File: src/sv/text_console_writer_unit_macros.svh
// ----------------------------------------------------------------------------
// Text console writer assertion macros
// Shared concurrent assertion forms for the console writer RTL.
// ----------------------------------------------------------------------------
`ifndef TEXT_CONSOLE_WRITER_UNIT_MACROS_SVH
`define TEXT_CONSOLE_WRITER_UNIT_MACROS_SVH

// Same-cycle implication, checked out of reset
`define TCW_ASSERT_NOW(label, clk, rst_n, ante, cons, msg) \
    label: assert property (@(posedge clk) disable iff (!rst_n) (ante) |-> (cons)) \
        else $error(msg);

// Next-cycle implication, checked out of reset
`define TCW_ASSERT_NEXT(label, clk, rst_n, ante, cons, msg) \
    label: assert property (@(posedge clk) disable iff (!rst_n) (ante) |=> (cons)) \
        else $error(msg);

`endif

File: src/sv/tcw_pkg.sv
// ----------------------------------------------------------------------------
// Text console writer package
// Screen geometry, request codes and the structs shared between modules.
// ----------------------------------------------------------------------------
package tcw_pkg;

    localparam int COLS   = 80;
    localparam int ROWS   = 25;
    localparam int CELLS  = COLS * ROWS;

    localparam int COL_W  = 7;
    localparam int ROW_W  = 5;
    localparam int CELL_W = 16;
    localparam int ADDR_W = $clog2(CELLS);
    localparam int PTR_W  = $clog2(CELLS + 1);

    localparam logic [1:0] REQ_PUT   = 2'd0;
    localparam logic [1:0] REQ_CLEAR = 2'd1;
    localparam logic [1:0] REQ_READ  = 2'd2;

    localparam logic [7:0]        NEWLINE_CODE = 8'h0A;
    localparam logic [CELL_W-1:0] BLANK_CELL   = 16'h0F20;

    typedef struct packed {
        logic scroll;
        logic clear;
    } t_sweep_cmd;

    typedef struct packed {
        logic              we;
        logic [ADDR_W-1:0] waddr;
        logic [CELL_W-1:0] wdata;
        logic [ADDR_W-1:0] raddr;
        logic              done;
    } t_sweep_port;

endpackage

File: src/sv/tcw_sweep.sv
// ----------------------------------------------------------------------------
// Text console sweep engine
// Walks the screen store with a read/fill pointer and a separate copy write
// pointer: copies rows up one row for a scroll, then fills blank cells (bottom row, or the whole store).
// ----------------------------------------------------------------------------
module tcw_sweep (
    input  logic                      i_clk,
    input  logic                      i_rst_n,
    input  tcw_pkg::t_sweep_cmd       i_cmd,
    input  logic [tcw_pkg::CELL_W-1:0] i_rdata,
    output tcw_pkg::t_sweep_port      o_port
);

    localparam logic [1:0] SW_IDLE = 2'd0;
    localparam logic [1:0] SW_COPY = 2'd1;
    localparam logic [1:0] SW_FILL = 2'd2;

    localparam logic [tcw_pkg::PTR_W-1:0] P_COLS = tcw_pkg::PTR_W'(tcw_pkg::COLS);
    localparam logic [tcw_pkg::PTR_W-1:0] P_END  = tcw_pkg::PTR_W'(tcw_pkg::CELLS);
    localparam logic [tcw_pkg::PTR_W-1:0] P_LAST = tcw_pkg::PTR_W'(tcw_pkg::CELLS - 1);
    localparam logic [tcw_pkg::PTR_W-1:0] P_BOT  =
        tcw_pkg::PTR_W'(tcw_pkg::CELLS - tcw_pkg::COLS);

    logic [1:0]                    r_phase, n_phase;
    logic [tcw_pkg::PTR_W-1:0]     r_ptr, n_ptr;
    logic                          r_pend, n_pend;
    logic [tcw_pkg::ADDR_W-1:0]    r_wptr, n_wptr;

    always_comb begin
        n_phase      = r_phase;
        n_ptr        = r_ptr;
        n_pend       = 1'b0;
        n_wptr       = r_wptr;
        o_port.we    = 1'b0;
        o_port.waddr = r_wptr;
        o_port.wdata = i_rdata;
        o_port.raddr = r_ptr[tcw_pkg::ADDR_W-1:0];
        o_port.done  = 1'b0;
        unique case (r_phase)
            SW_IDLE: begin
                if (i_cmd.scroll) begin
                    n_phase = SW_COPY;
                    n_ptr   = P_COLS;
                end else if (i_cmd.clear) begin
                    n_phase = SW_FILL;
                    n_ptr   = '0;
                end
            end
            SW_COPY: begin
                // read cell ptr now, write it one row up next cycle
                o_port.we = r_pend;
                if (r_ptr != P_END) begin
                    n_pend = 1'b1;
                    n_wptr = tcw_pkg::ADDR_W'(r_ptr - P_COLS);
                    n_ptr  = r_ptr + 1'b1;
                end else begin
                    n_phase = SW_FILL;
                    n_ptr   = P_BOT;
                end
            end
            SW_FILL: begin
                o_port.we    = 1'b1;
                o_port.waddr = r_ptr[tcw_pkg::ADDR_W-1:0];
                o_port.wdata = tcw_pkg::BLANK_CELL;
                n_ptr        = r_ptr + 1'b1;
                if (r_ptr == P_LAST) begin
                    o_port.done = 1'b1;
                    n_phase     = SW_IDLE;
                end
            end
            default: begin
                n_phase = SW_IDLE;
            end
        endcase
    end

    always_ff @(posedge i_clk) begin
        if (!i_rst_n) begin
            r_phase <= SW_IDLE;
            r_pend  <= 1'b0;
        end else begin
            r_phase <= n_phase;
            r_pend  <= n_pend;
        end
        r_ptr  <= n_ptr;
        r_wptr <= n_wptr;
    end

endmodule

File: config.mk
export PLATFORM = sky130hd
export DESIGN_NAME = tcw_sweep
export DESIGN_NICKNAME = d
export VERILOG_FILES = /design/src/sv/text_console_writer_unit_macros.svh /design/src/sv/tcw_pkg.sv /design/src/sv/tcw_sweep.sv
export SDC_FILE = /design/constraint.sdc
export NUM_CORES = 1
export LEC_CHECK = 0
export BUFFER_PORTS_ARGS = -buffer_cell sky130_fd_sc_hd__clkbuf_2
export CAP_MARGIN = 0
export CELL_PAD_IN_SITES_DETAIL_PLACEMENT = 0
export CELL_PAD_IN_SITES_GLOBAL_PLACEMENT = 1
export CORE_ASPECT_RATIO = 0.7
export CORE_MARGIN = 2
export CORE_UTILIZATION = 40
export DETAILED_ROUTE_END_ITERATION = 8
export GPL_TIMING_DRIVEN = 0
export PLACE_DENSITY_LB_ADDON = 0.1
export SETUP_SLACK_MARGIN = 0.4
export SYNTH_ARGS = -nofsm -noshare
export SYNTH_HDL_FRONTEND = slang
export SYNTH_SLANG_ARGS = --single-unit
export TNS_END_PERCENT = 10
File: constraint.sdc
create_clock -name i_clk -period 3.2 [get_ports i_clk]
set_input_delay 0.16 -clock i_clk [delete_from_list [all_inputs] [get_ports i_clk]]
set_output_delay 0.16 -clock i_clk [all_outputs]
set_load 0.02 [all_outputs]
Yosys cells after proc, flatten, opt, wreduce, memory -nomap -nowiden
Cells that the tools add are included.
{"block": "op_classes", "n_addsub": 2, "eq_ne": 7, "mux": 14, "reduce_logical": 6}
{"cell": "$mux 11", "count": 3}
{"cell": "$pmux 11 s3", "count": 1}
{"cell": "$mux 27", "count": 1}
{"cell": "$add 11x1->11 const B", "count": 1}
{"cell": "$eq 11x11->1 const B", "count": 1}
{"cell": "$ne 11x11->1 const B", "count": 1}
{"cell": "$sub 11x7->11 const B", "count": 1}
{"cell": "$mux 2", "count": 4}
{"cell": "$pmux 2 s3", "count": 1}
{"cell": "$reduce_and 2->1", "count": 3}
{"cell": "$ne 2x2->1 const B", "count": 2}
{"cell": "$mux 1", "count": 3}
{"cell": "$ne 3x3->1 const B", "count": 1}
{"cell": "$reduce_and 3->1", "count": 1}
{"cell": "$reduce_bool 3->1", "count": 1}
{"cell": "$eq 2x1->1 const B", "count": 1}
{"cell": "$eq 2x2->1 const B", "count": 1}
{"cell": "$logic_not 2->1", "count": 1}
{"cell": "$pmux 1 s2", "count": 1}
{"block": "totals", "ff_bits": 25, "in_bits": 20, "wordCells": 33}

Longest topological paths before layout
Gate-level depths: netlist of run 1.
{"block": "logic_depth", "depth_word": 3, "depth_mapped": 6}

Worst setup path after synthesis of run 1
OpenSTA, ideal clock, no wires.
{"block": "synth_timing", "path_kind": "register to register", "start": "register r_ptr[5] in the netlist's numbering", "end": "register r_phase[0]", "setup_ns": 0.116, "arrival_ns": 1.841, "t_required_ns": 3.084, "path_slack_ns": 1.243, "stages_incl_launch_ff": 7, "n_path_buf": 0, "synth_period_minus_slack_ns": 1.957, "path_cell_list": "edfxtp_1 > inv_1 > ha_1 > and4bb_2 > a31oi_4 > o311a_1 > a41o_1"}
{"block": "synth_via", "elab_chain_len": 3, "elab_cells_between_ends": 5}
{"item": "start: declaration", "line": "tcw_sweep.sv:25", "source": "logic [tcw_pkg::PTR_W-1:0] r_ptr, n_ptr;"}
{"item": "start signal: assignment", "line": "tcw_sweep.sv:85", "source": "r_ptr <= n_ptr;"}
{"item": "$eq 11x11->1 / $ne 11x11->1 (equally long branches)", "line": "tcw_sweep.sv:66, tcw_sweep.sv:52"}
{"item": "$ne 2x2->1 (no line)"}
{"item": "$reduce_and 3->1 (no line) (*)"}
{"item": "end signal: assignment", "line": "tcw_sweep.sv:82", "source": "r_phase <= n_phase;"}
{"item": "end: declaration", "line": "tcw_sweep.sv:24", "source": "logic [1:0] r_phase, n_phase;"}
Mark *: on every way between the ends. The rest lies on a longest branch, timed or not.
A chain may end at the register's enable or synchronous reset.

==> results.py, run 1 <==
metrics = {
    "final_layout": {
        "multi_input_area_um2": 767.0,
        "drive_gt1_share_pct": 43.00,
        "area_growth_pct": 25.67,
        "finish.utilization_pct": 51.53,
        "fillers": 373,
        "nets": 237,
        "antennaDiodeCount": 0,
        "regArea_um2": 720.7,
    },
    "setup_path": {
        "critPathRequiredTime_ps": 3040,
        "crit_path_end_kind": "output pin",
        "cp-start-kind": "flop",
        "reg2reg_slack_ps": 1000,
        "crit_arrival_ps": 2220,
        "path_max_fanout": 10,
        "path_class": "reg -> out",
    },
    "clock_tree": {
        "root_buffer": "clkbuf_8",
        "htreeDepth": 1,
        "cts-hold-fix-buffers": 0,
        "clk_pin_slew_ps": 80,
        "cts.path.max_buffers": 2,
        "numCtsBuffers": 3,
        "insertion_delay_ps": 260,
        "postCtsSetupBuffers": 0,
        "clock_sinks": 25,
        "tritoncts": "yes",
        "ctsResizeCount": 0,
    },
    "yosys": {
        "synthDistinctLibCells": 38,
        "syn_inst": 144,
        "synth_compound_area_share_pct": 7.211,
        "yosys-top-cells-area": "edfxtp_1 42%, mux2_2 7.8%, ha_1 7.1%, nor2b_1 4.8%, xnor2_1 3.9%",
        "synth-adder-area-share_pct": 7.132,
        "async_reset_ff_share_pct": 0,
        "synth_edf_count": 22,
        "synth-seq-cells": 25,
        "synthSimpleGateAreaFrac_pct": 19.18,
        "synth_seq_area_share_pct": 45.64,
        "synth_top_area_share_pct": 41.84,
        "ys.flop_type": "edfxtp_1",
        "muxShareOfSynthArea_pct": 7.845,
        "netlist_area_um2": 1579,
        "syn_nets": 173,
        "ys_warn_count": 0,
        "synth_top_family_by_area": "simple AND/OR/NAND/NOR gates",
        "synthXorXnorAreaFrac_pct": 7.211,
        "synth_top_area_cell": "edfxtp_1",
        "synth.most_common_cell": "edfxtp_1",
        "synthTopCellsByCount": "22 x edfxtp_1, 15 x nor2_1, 12 x nor2b_1",
        "syn_area_per_cell_um2": 10.97,
    },
    "sta": {
        "final-setup-viol-count": 0,
        "fin_crit_sh_pct": 74.33,
        "report.final.slew_viol_count": 0,
        "tightest_slew_ps": 1190,
        "finalCriticalPeriod_ps": 2379,
        "tns_ps": 0,
        "skew_ps": 2.674,
        "fin_ws_ps": 821.3,
        "max_freq_mhz": 420.4,
        "rsz0062_at_grt": "false",
        "relSlewSlack_pct": 20.68,
        "hold_viol": 0,
        "hold_slack_ps": 169.4,
    },
    "place": {
        "hpwl_um": 2630,
        "place_congestion": 0.7873,
        "place_ws_ps": 957.1,
        "io_buffers": 59,
    },
    "floorplan": {
        "chipHeight_um": 56.57,
        "die_w_um": 79.10,
        "pin_count": 60,
        "start_util_pct": 41.00,
        "fp-row-count": 19,
        "dieArea_um2": 4474,
        "core_area_um2": 3851,
    },
    "global_route": {
        "grt_pass1_wl_um": 5616,
        "antenna_found_initial": 0,
        "grt_start_max_net_pins": 15,
        "grt_usage_pct": 16.22,
        "grt-ovfl-total": 0,
        "grt_pass1_vias": 1192,
    },
    "route": {
        "vias": 1265,
        "top_layer": "met4",
        "m1WireLength_um": 1577,
        "drc_errors": 0,
        "ant_nets": 0,
        "wl_met2_um": 1729,
        "drt_first_iter_violations": 68,
        "dr.pass1.iters": 4,
        "drt_wl_total_um": 3453,
        "wl_per_cell_um": 13.33,
        "via_per_inst": 4.884,
        "wl_met3_um": 136,
    },
    "status": {
        "status": "complete, no violations",
    },
    "pwr": {
        "leakagePower_nw": 0.8846,
        "power.density_nw_per_um2": 1029,
        "max-vdd-ir-drop_uv": 521.6,
    },
    "worst_hold_path": {
        "hold_path.class": "in -> reg",
    },
    "run": {
        "cap_violations": 0,
    },
}
-- kinds of logic (layout without fill, tap and decap cells) --
group / after synthesis / count (layout)
muxes: 11 / 11
adders and majority gates: 9 / 9
xor gates and xnor gates: 13 / 13
and+or+nand+nor: 54 / 54
buffers and inverters: 18 / 81
AOI/OAI and AO/OA: 14 / 14
DFF: 25 / 25
-- cell usage in the layout (no fill, tap or decap), drive strengths merged --
| master | Yosys | layout |
|---|---|---|
| a211o | 1 | 1 |
| o311a | 1 | 1 |
| nor2b | 12 | 12 |
| a21oi | 2 | 2 |
| and3 | 2 | 2 |
| nor2 | 15 | 15 |
| dfxtp | 3 | 3 |
| a31oi | 2 | 2 |
| and2 | 2 | 2 |
| edfxtp | 22 | 22 |
| or2 | 5 | 5 |
| and4bb | 1 | 1 |
| inv | 11 | 11 |
| a41o | 2 | 2 |
| and2b | 1 | 1 |
| xor2 | 6 | 6 |
| ha | 9 | 9 |
| nor4 | 1 | 1 |
| nand3 | 3 | 3 |
| o2111a | 1 | 1 |
| nand2 | 4 | 4 |
| and4 | 2 | 2 |
| o21ai | 5 | 5 |
| buf | 5 | 5 |
| clkbuf | 2 | 65 |
| xnor2 | 7 | 7 |
| nor3 | 1 | 1 |
| or3 | 1 | 1 |
| nand2b | 1 | 1 |
| nand4 | 3 | 3 |
| mux2 | 11 | 11 |
-- final timing paths --
kind / end / cells past startpoint / from
max: o_port[35] / 6 / r_phase[0]
min: r_pend / 2 / i_rst_n
max reg2reg: r_ptr[10] / 4 / r_phase[0]
min reg2reg: r_phase[1] / 1 / r_phase[1]
-- critical path, cell delays in order, from the launching register on --
cell	delay, ps
dfxtp_1	340
inv_1	80
ha_1	180
clkbuf_1	520
buf_2	330
mux2_2	350
clkbuf_2	150
-- stage by stage --
| stage | area [um2] | power, W | cells |
|---|---|---|---|
| 2_1_floorplan | 1579 | 0.001511 | 144 |
| 6_report | 1984 | 0.002042 | 259 |
| 5_1_grt | 1984 | 0.002204 | 259 |
| 3_3_place_gp | 1939 | 0.001840 | 255 |
| 4_1_cts | 1984 | 0.002067 | 259 |
| 3_5_place_dp | 1939 | 0.001874 | 255 |
-- registers in the layout, indices dropped and copies added, names as in the netlist --
register / count
r_pend: 1
r_phase: 2
r_ptr: 11
r_wptr: 11
-- layout make-up --
class | count | area share (%)
Buffer | 7 | 2.522
Sequential cell | 25 | 36.32
Timing Repair Buffer | 59 | 14.88
Clock buffer | 4 | 2.270
Inverter | 11 | 2.081
Tap cell | 52 | 3.279
Multi-Input combinational cell | 101 | 38.65
-- report_power, final --
group | internal, W | leakage, nW | switching, W
Clock | 0.0000889 | 0.0228 | 0.0000955
Combinational | 0.000449 | 0.618 | 0.000733
Sequential | 0.000566 | 0.244 | 0.000110
Total | 0.00110 | 0.885 | 0.000938
-- layer usage --
| metal | up-vias | global-route usage, % |
|---|---|---|
| li1 | 627 | - |
| met1 | 609 | 22.03 |
| met2 | 27 | 27.36 |
| met3 | 2 | 3.537 |
| met4 | 0 | 2.217 |
| met5 | - | 0 |
Note: power is estimated with default switching activity, not from simulation.
==> inputs of run 2 (changes only) <==
Settings changed: ABC_AREA set to 1, CORE_UTILIZATION 40 to 35.
Clock period 3.2 ns to 2.45 ns, I/O delays scaled along.
==> results.py, run 2 <==
metrics = {
    "route": {
        "vias": 1343,
        "dr.pass1.iters": 4,
        "ant_nets": 0,
        "drt_wl_total_um": 3627,
        "drt_first_iter_violations": 73,
        "wl_per_cell_um": 11.97,
        "drc_errors": 0,
        "via_per_inst": 4.432,
    },
    "sta": {
        "rsz0062_at_grt": "false",
        "relSlewSlack_pct": 65.90,
        "tightest_slew_ps": 506.1,
        "skew_ps": 6.482,
        "final-setup-viol-count": 0,
        "report.final.slew_viol_count": 0,
        "hold_viol": 0,
        "fin_crit_sh_pct": 75.56,
        "tns_ps": 0,
        "max_freq_mhz": 540.2,
        "finalCriticalPeriod_ps": 1851,
        "hold_slack_ps": 76.82,
    },
    "final_layout": {
        "fillers": 463,
        "antennaDiodeCount": 0,
        "layout_commonest_cell": "clkbuf_2",
        "area_growth_pct": 25.70,
        "nets": 278,
        "mostFrequentLayoutCells": "60 x clkbuf_2, 34 x inv_1, 25 x nor2_1",
        "drive_gt1_share_pct": 36.29,
        "top_regs": "r_ptr: 11 flops, r_wptr: 11 flops, r_phase: 2 flops",
    },
    "floorplan": {
        "pin_count": 60,
        "chipHeight_um": 60.69,
        "fp-row-count": 20,
        "die_w_um": 84.98,
        "start_util_pct": 36.69,
        "core_area_um2": 4379,
        "dieArea_um2": 5157,
    },
    "place": {
        "hpwl_um": 2867,
        "place_congestion": 0.7407,
        "io_buffers": 59,
    },
    "pwr": {
        "power.density_nw_per_um2": 1355,
        "leakagePower_nw": 1.014,
        "max-vdd-ir-drop_uv": 600.5,
    },
    "clock_tree": {
        "clock_sinks": 25,
        "numCtsBuffers": 3,
        "cts.path.max_buffers": 2,
        "root_buffer": "clkbuf_8",
        "htreeDepth": 1,
        "clk_pin_slew_ps": 90,
        "insertion_delay_ps": 280,
        "tritoncts": "yes",
        "postCtsSetupBuffers": 0,
    },
    "yosys": {
        "yosys-top-cells-area": "edfxtp_1 41%, inv_1 8.2%, ha_1 7.0%, nor2_1 5.8%, nand2_1 5.6%",
        "synthTopCellsByCount": "35 x inv_1, 25 x nor2_1, 24 x nand2_1",
        "syn_nets": 214,
        "synth_top_area_share_pct": 41.12,
        "syn_inst": 185,
        "synth_seq_area_share_pct": 44.86,
        "synth-seq-cells": 25,
        "synthDistinctLibCells": 30,
        "synth.most_common_cell": "inv_1",
        "synth_edf_count": 22,
        "ys_warn_count": 0,
        "synth_top_area_cell": "edfxtp_1",
        "ys.flop_type": "edfxtp_1",
        "async_reset_ff_share_pct": 0,
        "netlist_area_um2": 1607,
        "syn_area_per_cell_um2": 8.684,
    },
    "setup_path": {
        "critPathRequiredTime_ps": 2330,
        "path_max_fanout": 10,
        "crit_arrival_ps": 1730,
        "crit_path_end_kind": "output pin",
        "r2r.worst_path.cells": 7,
        "reg2reg_slack_ps": 680,
        "reg2reg_from": "r_ptr[5]",
        "cp-start-kind": "flop",
        "path_class": "reg -> out",
        "timing.rr.end": "r_wptr[6]",
    },
    "global_route": {
        "grt_usage_pct": 14.18,
        "grt-ovfl-total": 0,
        "grt_pass1_wl_um": 5533,
        "antenna_found_initial": 0,
        "grt_start_max_net_pins": 15,
        "grt_pass1_vias": 1116,
    },
    "run": {
        "cap_violations": 0,
    },
    "worst_hold_path": {
        "hp-start": "i_rst_n",
        "hold_path.class": "in -> reg",
        "hold-path-endpoint": "r_phase[1]",
        "hold_depth": 3,
    },
    "status": {
        "status": "complete, no violations",
    },
}
[run 2: cell count changes after synthesis, moves of 4 or more]
cell | previous run | this run
o21ai_0 | 4 | 15
inv_1 | 11 | 35
nand3_2 | 0 | 4
mux2_2 | 11 | 0
xnor2_1 | 7 | 1
nor2b_1 | 12 | 0
nand2_2 | 0 | 4
nand2_1 | 4 | 24
nor2_1 | 15 | 25
[run 2: area by class of cell]
class                      instances  area (um2)  area share [%]
clock inverter                     1       5.005          0.2478
sequential                        25       720.7           35.69
tap                               55       68.82           3.408
clock buffer                       3       41.29           2.045
multi-input combinational        120       734.5           36.37
timing repair buffer              59       295.3           14.62
buffer                             4       18.77          0.9294
inverter                          36       135.1           6.691
[run 2: how the worst max path moves through the flow]
stage,startpoint,end,depth (start not counted),slack [ps]
final,r_phase[0],o_port[33],7,600
after global routing,r_phase[0],o_port[15],6,400
after CTS,r_phase[0],o_port[33],7,470
after detailed placement,r_phase[0],o_port[33],7,640
after global placement,r_phase[0],o_port[33],7,640
after floorplan,r_ptr[5],r_wptr[0],7,790
[run 2: cells by family (layout without fill, tap and decap cells)]
family	Yosys count	count (layout)	synth area share [%]
compound gates	26	26	9.034
flops	25	25	44.86
fa+ha+maj	9	9	7.009
simple gates	76	76	24.77
xor+xnor	9	9	4.907
buf+inv	40	103	9.423
[run 2: metrics by stage]
stage          area [um2]  cells  total power (W)  util, %  setup slack (ps)
6_report             2019    303         0.002737    46.11             598.9
5_1_grt              2019    303         0.002974    46.11             401.9
4_1_cts              2019    303         0.002763    46.11             469.6
3_5_place_dp         1971    299         0.002503    45.00             642.7
3_3_place_gp         1971    299         0.002501    45.00             636.1
2_1_floorplan        1607    185         0.002001        -             787.9
[run 2: metal layers]
layer  up-vias  share of wire, %  wire (um)  GRT usage (%)
met3         4               3.7        134          2.857
met2        23                42       1516          20.54
met5         -                 0          0              0
met1       600                54       1950          21.81
li1        716                 -          -              -
met4         0              0.69         25          3.401
[run 2: critical path, cell delays in order (launching register included)]
cell      delay [ps]
dfxtp_1          360
inv_1             70
ha_1             240
inv_2            160
buf_2            250
nand2_1           70
o21ai_0          100
clkbuf_2         210
[run 2: where the power goes]
group | switching (W) | internal [W]
clock | 0.000142 | 0.000114
sequential | 0.000163 | 0.000734
combinational | 0.00108 | 0.000504
[run 2: timing repair]
item / in CTS / in global routing
endpoints found under the setup margin: 11 / 11
hold buffers: 0 / 0
resized for setup: 2 / 2
==> inputs of run 3 (changes only) <==
Settings changed: CORE_UTILIZATION 35 to 32.
Clock period 2.45 ns to 1.6 ns, I/O delays scaled along.
==> results.py, run 3 (synthesized netlist as in run 2, its figures left out) <==
metrics = {
    "setup_path": {
        "crit_arrival_ps": 1600,
        "critPathRequiredTime_ps": 1630,
        "cp-start-kind": "flop",
        "crit_path_end_kind": "flop",
        "path_class": "reg -> reg",
        "path_max_fanout": 7,
    },
    "place": {
        "io_buffers": 59,
        "place_ws_ps": -187.8,
        "place_congestion": 0.7167,
        "hpwl_um": 2974,
        "dpl_cell_area_um2": 2004,
    },
    "route": {
        "vias": 1488,
        "via_per_inst": 4.326,
        "drc_errors": 0,
        "drt_wl_total_um": 4381,
        "drt_first_iter_violations": 37,
        "ant_nets": 0,
        "wl_per_cell_um": 12.74,
        "dr.pass1.iters": 4,
    },
    "clock_tree": {
        "clock_sinks": 25,
        "numCtsBuffers": 3,
        "htreeDepth": 1,
        "cts.path.max_buffers": 2,
        "root_buffer": "clkbuf_8",
        "tritoncts": "yes",
        "insertion_delay_ps": 270,
        "clk_pin_slew_ps": 90,
    },
    "sta": {
        "fin_crit_sh_pct": 98.52,
        "hold_viol": 0,
        "rsz0062_at_grt": "true",
        "tightest_slew_ps": 321.9,
        "skew_ps": 7.021,
        "tns_ps": 0,
        "relSlewSlack_pct": 78.54,
        "final-setup-viol-count": 0,
        "finalCriticalPeriod_ps": 1576,
        "hold_slack_ps": 29.86,
        "max_freq_mhz": 634.4,
        "report.final.slew_viol_count": 0,
        "fin_ws_ps": 23.74,
    },
    "global_route": {
        "grt_pass1_vias": 1418,
        "grt_start_max_net_pins": 14,
        "grt-ovfl-total": 0,
        "grt_pass1_wl_um": 6803,
        "antenna_found_initial": 0,
        "grt_usage_pct": 15.64,
    },
    "floorplan": {
        "fp-row-count": 21,
        "core_area_um2": 4808,
        "dieArea_um2": 5612,
        "pin_count": 60,
        "start_util_pct": 33.41,
        "die_w_um": 88.69,
        "chipHeight_um": 63.28,
    },
    "worst_hold_path": {
        "hold_path.class": "in -> reg",
    },
    "final_layout": {
        "mostFrequentLayoutCells": "39 x clkbuf_2, 27 x inv_1, 25 x buf_4",
        "final_area_um2": 2700,
        "area_growth_pct": 68.07,
        "drive_gt1_share_pct": 56.36,
        "antennaDiodeCount": 0,
        "layout_commonest_cell": "clkbuf_2",
        "nets": 305,
        "top_regs": "r_ptr: 11 flops, r_wptr: 11 flops, r_phase: 2 flops",
    },
    "pwr": {
        "max-vdd-ir-drop_uv": 1139,
        "power.density_nw_per_um2": 2138,
        "leakagePower_nw": 1.215,
    },
    "status": {
        "status": "complete, no violations",
    },
    "run": {
        "cap_violations": 0,
    },
}
[run 3: cell type report]
cell class                 instances  area [um2]
timing repair buffer              85       643.1
timing repair inverter             1       7.507
clock buffer                       4       45.04
sequential                        25       721.9
tap                               69       86.33
fill                             469        2108
buffer                             4       80.08
inverter                          36       148.9
multi-input combinational        120       967.2
[run 3: report_power, final]
| group | internal, W | switching, W | leakage [nW] | total (W) |
|---|---|---|---|---|
| logic | 0.00182 | 0.00221 | 0.948 | 0.00403 |
| registers | 0.00112 | 0.000242 | 0.244 | 0.00137 |
| clock network | 0.000178 | 0.000202 | 0.0228 | 0.000380 |
[run 3: critical path, stage by stage (launching register included)]
cell and delay (ps):
edfxtp_1 460, inv_2 110, ha_4 130, nand2_2 50, nor2_2 90, nand3_2 90
nand2_4 150, nand2_4 80, nand2_8 100, o22ai_2 60
[run 3: path summary, 6_finish.rpt]
| path | start | to | slack [ps] | depth (start not counted) |
|---|---|---|---|---|
| setup / recovery | r_ptr[0] | r_ptr[4] | 20 | 9 |
| hold / removal | i_rst_n | r_phase[1] | 30 | 3 |
| setup reg to reg | r_ptr[0] | r_ptr[4] | 20 | 9 |
| hold reg to reg | r_ptr[1] | r_wptr[1] | 560 | 0 |
[run 3: through the flow]
stage | std cells | util (%) | total power, W
2_1_floorplan | 185 | - | 0.003090
3_3_place_gp | 313 | 41.69 | 0.003871
3_5_place_dp | 313 | 41.69 | 0.003878
4_1_cts | 336 | 48.69 | 0.004940
5_1_grt | 344 | 56.15 | 0.006182
6_report | 344 | 56.15 | 0.005772
[run 3: metal layers]
layer	global-route usage (%)	part of all wire, %	vias up
li1	-	-	771
met4	2.841	0.55	0
met5	0	0	-
met1	23.16	51	689
met3	3.408	3.6	2
met2	23.51	44	26
[run 3: what timing repair did]
item | 4_1_cts | 5_1_grt
hold buffers | 0 | 0
buffers inserted | 16 | 6
pin swaps | 4 | 17
gates cloned | 3 | 2
resized for setup | 45 | 94
endpoints found under the setup margin | 71 | 72
